## src/design/mhm_ram.sv

```systemverilog
// Generic single-port-write, registered-read RAM.
module mhm_ram #(
  parameter int WIDTH = 8,
  parameter int DEPTH = 16
) (
  input  logic                     clk,
  input  logic                     wr_en,
  input  logic [$clog2(DEPTH)-1:0] wr_addr,
  input  logic [WIDTH-1:0]         wr_data,
  input  logic                     rd_en,
  input  logic [$clog2(DEPTH)-1:0] rd_addr,
  output logic [WIDTH-1:0]         rd_data
);

  logic [WIDTH-1:0] mem [DEPTH];

  // Write port and registered read port.
  always_ff @(posedge clk) begin
    if (wr_en) begin
      mem[wr_addr] <= wr_data;
    end
    if (rd_en) begin
      rd_data <= mem[rd_addr];
    end
  end

endmodule

```

## config.mk

```make
export PLATFORM = sky130hd
export DESIGN_NAME = mhm_ram
export DESIGN_NICKNAME = d
export VERILOG_FILES = /design/src/design/mhm_ram.sv
export SDC_FILE = /design/constraint.sdc
export NUM_CORES = 1
export LEC_CHECK = 0
export ABC_AREA = 1
export ABC_CLOCK_PERIOD_IN_PS = 4300
export BUFFER_PORTS_ARGS = -buffer_cell sky130_fd_sc_hd__buf_2
export CORE_ASPECT_RATIO = 1.4
export CORE_MARGIN = 1.5
export CORE_UTILIZATION = 25
export CTS_BUF_LIST = sky130_fd_sc_hd__clkbuf_4
export DETAILED_ROUTE_END_ITERATION = 10
export GPL_ROUTABILITY_DRIVEN = 0
export PLACE_DENSITY = 0.42
export SYNTH_ARGS = -nofsm -noshare
export SYNTH_HDL_FRONTEND = slang
export SYNTH_SLANG_ARGS = --single-unit
export TNS_END_PERCENT = 10
```

## constraint.sdc

```tcl
create_clock -name clk -period 4.3 [get_ports clk]
set_clock_uncertainty 0.15 [all_clocks]
set_input_delay 1.29 -clock clk [delete_from_list [all_inputs] [get_ports clk]]
set_output_delay 1.29 -clock clk [all_outputs]
set_load 0.05 [all_outputs]
```

# [Yosys cells after proc, flatten, opt, wreduce, memory -nomap -nowiden]
# Memories as Yosys holds them, arrays and structs flattened. A register that Yosys moved wholly into a read port is not among the register bits.
# Index checks and enable logic that the tools add are counted.
[op_classes] add_sub_neg=0 mul=0 div=0 order_cmp=0 n_eq_ne=0 shifts=0 mux=2 bitwise=0 n_reduce_logical=0
[ops] op="$mux 1" n=2
[word_totals] regBits=0 latchBits=0 mem_bits_rw=128 rom_bits=0 output_inout_bits=8 word_cells=3 n_memories=1
[memory_table] name="mem" words=16 word_bits=8 read_ports=1 rd_clocked_by_memory_dff=1 wr=1 line_no="15" source="logic [WIDTH-1:0] mem [DEPTH];"

# [Logic depth before layout (Yosys ltp)]
[depth] depth_word=2 ltp_mapped=8 mapped_depth_nobuf=7

# [Worst setup path after synthesis]
# No wires, ideal clock.
[synth_timing] kind="input to register" start="input wr_addr[2]" end="memory mem[10][0], enable pin" arrival_time_ns=1.871 setup_slack_ns=1.909 cell_stages=2 path_buffers=0 path_cell_list="nand3b_1 -> nor2_1"
[synth_rtl] item="from (decl)" line_no="8" source="input logic [$clog2(DEPTH)-1:0] wr_addr,"
[synth_rtl] item="to (decl)" line_no="15"
# Straight into the memory's write port.

==> results.json <==
{
  "outcome": "completed",
  "slowest_stage": "buf_2",
  "fp.dieArea_um2": 24300,
  "postCtsSetupBuffers": 0,
  "h-tree-depth": 4,
  "reg2reg_slack_ns": 2.92,
  "fin_crit_sh_pct": 64.3,
  "core_um2": 23100,
  "crit_top_cell": "nand3_1",
  "dr.pass1.iters": 4,
  "rsz0062_at_grt": "false",
  "drt-initial-drc-count": 230,
  "crit_family": "buffers and inverters",
  "mappedNetlistArea_um2": 5850,
  "r2r_end": "rd_data[5]",
  "syn_inst": 551,
  "ys_seq_area_share_pct": 69.8,
  "crit_path_end_kind": "flip-flop",
  "ant_nets": 0,
  "wl_um": 15600,
  "p_per_area_nw_per_um2": 415,
  "grt_pass1_wl_um": 23600,
  "cts_root_buf": "clkbuf_4",
  "min-delay-path-class": "reg -> reg",
  "syn_avg_cell_area_um2": 10.6,
  "fin_tns_setup_ns": 0,
  "ctsResizeCount": 0,
  "ios": 27,
  "dpl.hpwl_um": 10100,
  "initial_core_util_pct": 25.3,
  "cts_hold_buffers": 0,
  "path_buf_inv": 2,
  "grt_start_max_net_pins": 65,
  "hold_viol": 0,
  "vias": 3761,
  "portBuffers": 26,
  "antenna_found_initial": 1,
  "syn_to_final_growth_pct": 12.3,
  "post-route-min-period_ns": 2.77,
  "clock-sinks": 136,
  "r2r_cells": 6,
  "grt_overflow_total": 0,
  "grtUsageTotal_pct": 13.4,
  "drive_gt1_share_pct": 10.4,
  "ys_ff_latch": 136,
  "crit_chain": "buf_2 > inv_2 > nand3_1 > nand3_1 > nand3_1 > nand2_1",
  "slew_violations": 0,
  "dp.cells": 861,
  "cts_tree": "built",
  "ys_types": 11,
  "cp-start-kind": "primary input",
  "min_to": "rd_data[4]",
  "final.fill_count": 2462,
  "fmax_ghz": 0.361,
  "drt_drc_violations_left": 0,
  "clock_latency_ns": 0.54,
  "relSlewSlack_pct": 35.3,
  "syn_nets": 570,
  "cts_made_buffers": 17,
  "cp.arrival_ns": 2.89,
  "die_y_um": 184,
  "avgRoutedWirePerCell_um": 17.5,
  "hold_start": "mem[14][4]",
  "num_rows": 66,
  "fin_cells": 893,
  "chipWidth_um": 132,
  "nNetsFinal": 593,
  "tightest_slew_ns": 0.966,
  "crit_type": "in -> reg",
  "min_path_cells": 6,
  "vdd_drop_max_v": 0.000193,
  "cap_viol_max_count": 0,
  "clk_pin_slew_ns": 0.14,
  "setup_viol": 0,
  "p_leak_nw": 2.73,
  "worstPathMaxFanout": 33,
  "worstPathRequired_ns": 4.42,
  "grt_pass1_vias": 3824,
  "post_drt_via_cell_ratio": 4.21,
  "worstReg2RegStart": "mem[8][5]",
  "clk_path_buf_depth": 2,
  "cp_slowest_stage_delay_ns": 0.55,
  "yosys_warnings": 0
}
layer usage:
layer / track usage [%] / vias up / routed length (um)
li1: - / 1824 / -
met1: 15.2 / 1860 / 6460
met2: 25.2 / 64 / 8540
met3: 2.10 / 13 / 413
met4: 5.19 / 0 / 220
met5: 0 / - / 0
worst min-delay path, delay by kind of cell, from the launching register on:
kind	cells	cell delay [ns]
flip-flops	1	0.35
AND/OR/NAND/NOR	6	0.32
cells by family after synthesis:
family | after synthesis | share of synthesized area [%]
and+or+nand+nor | 289 | 20.8
DFF | 136 | 69.8
buffers and inverters | 126 | 9.39
registers in the layout, summed over array words and instances (netlist names):
| name | flops |
|---|---|
| mem | 128 |
| rd_data | 8 |
how the worst max path moves through the flow:
stage / startpoint / endpoint / slack, ns / depth (start not counted)
finish: rd_addr[1] / rd_data[5] / 1.53 / 6
global route: rd_addr[1] / rd_data[5] / 1.41 / 6
CTS: rd_addr[1] / rd_data[5] / 1.49 / 6
detailed placement: rd_addr[1] / rd_data[5] / 0.94 / 6
global placement: rd_addr[1] / rd_data[5] / 0.97 / 6
floorplan: wr_addr[2] / mem[10][0] / 1.91 / 2
power breakdown:
group	internal, mW	leakage (nW)	total, mW	switching (mW)
registers	1.49	1.24	1.50	0.0103
clock network	0.532	0.187	1.02	0.491
logic	0.0468	1.31	0.201	0.154
total	2.07	2.73	2.73	0.655
Yosys cell counts:
library cell / number / area [um2]
nand3b_1: 2 / 15.0
buf_4: 4 / 30.0
buf_1: 1 / 3.75
buf_2: 13 / 65.1
nand2_1: 173 / 649
inv_2: 2 / 7.51
inv_1: 100 / 375
buf_6: 6 / 67.6
edfxtp_1: 136 / 4080
nor2_1: 17 / 63.8
nand3_1: 97 / 485
through the flow:
| stage | hold WS [ns] | cell area (um2) | power (mW) | util, % | setup WS, ns |
|---|---|---|---|---|---|
| finish | 0.648 | 6570 | 2.73 | 28.4 | 1.53 |
| detailed placement | 0.603 | 6220 | 1.74 | 26.9 | 0.938 |
| floorplan | 0.533 | 5850 | 1.66 | - | 1.91 |
| global placement | 0.608 | 6220 | 1.74 | 26.9 | 0.968 |
| CTS | 0.651 | 6560 | 2.75 | 28.4 | 1.49 |
| global route | 0.729 | 6570 | 2.82 | 28.4 | 1.41 |
placed cells by master (no fill, tap or decap):
cell,instances
clkinv_2,3
nor2_1,17
edfxtp_1,136
clkbuf_4,19
nand3_1,97
clkinv_4,3
inv_6,1
inv_2,2
buf_12,1
nand3b_1,2
nand2_1,173
diode_2,1
buf_4,1
inv_1,100
bufinv_16,5
buf_2,26
layout make-up:
| class | count | area [um2] | area share [%] |
|---|---|---|---|
| Multi-Input combinational cell | 289 | 1210 | 18.5 |
| Sequential cell | 136 | 4080 | 62.2 |
| Clock buffer | 19 | 143 | 2.17 |
| Inverter | 102 | 383 | 5.83 |
| Clock inverter | 12 | 200 | 3.05 |
| Antenna cell | 1 | 2.50 | 0.0381 |
| Tap cell | 306 | 383 | 5.83 |
| Timing Repair Buffer | 28 | 158 | 2.40 |
Power figures use the tool's default switching activity.
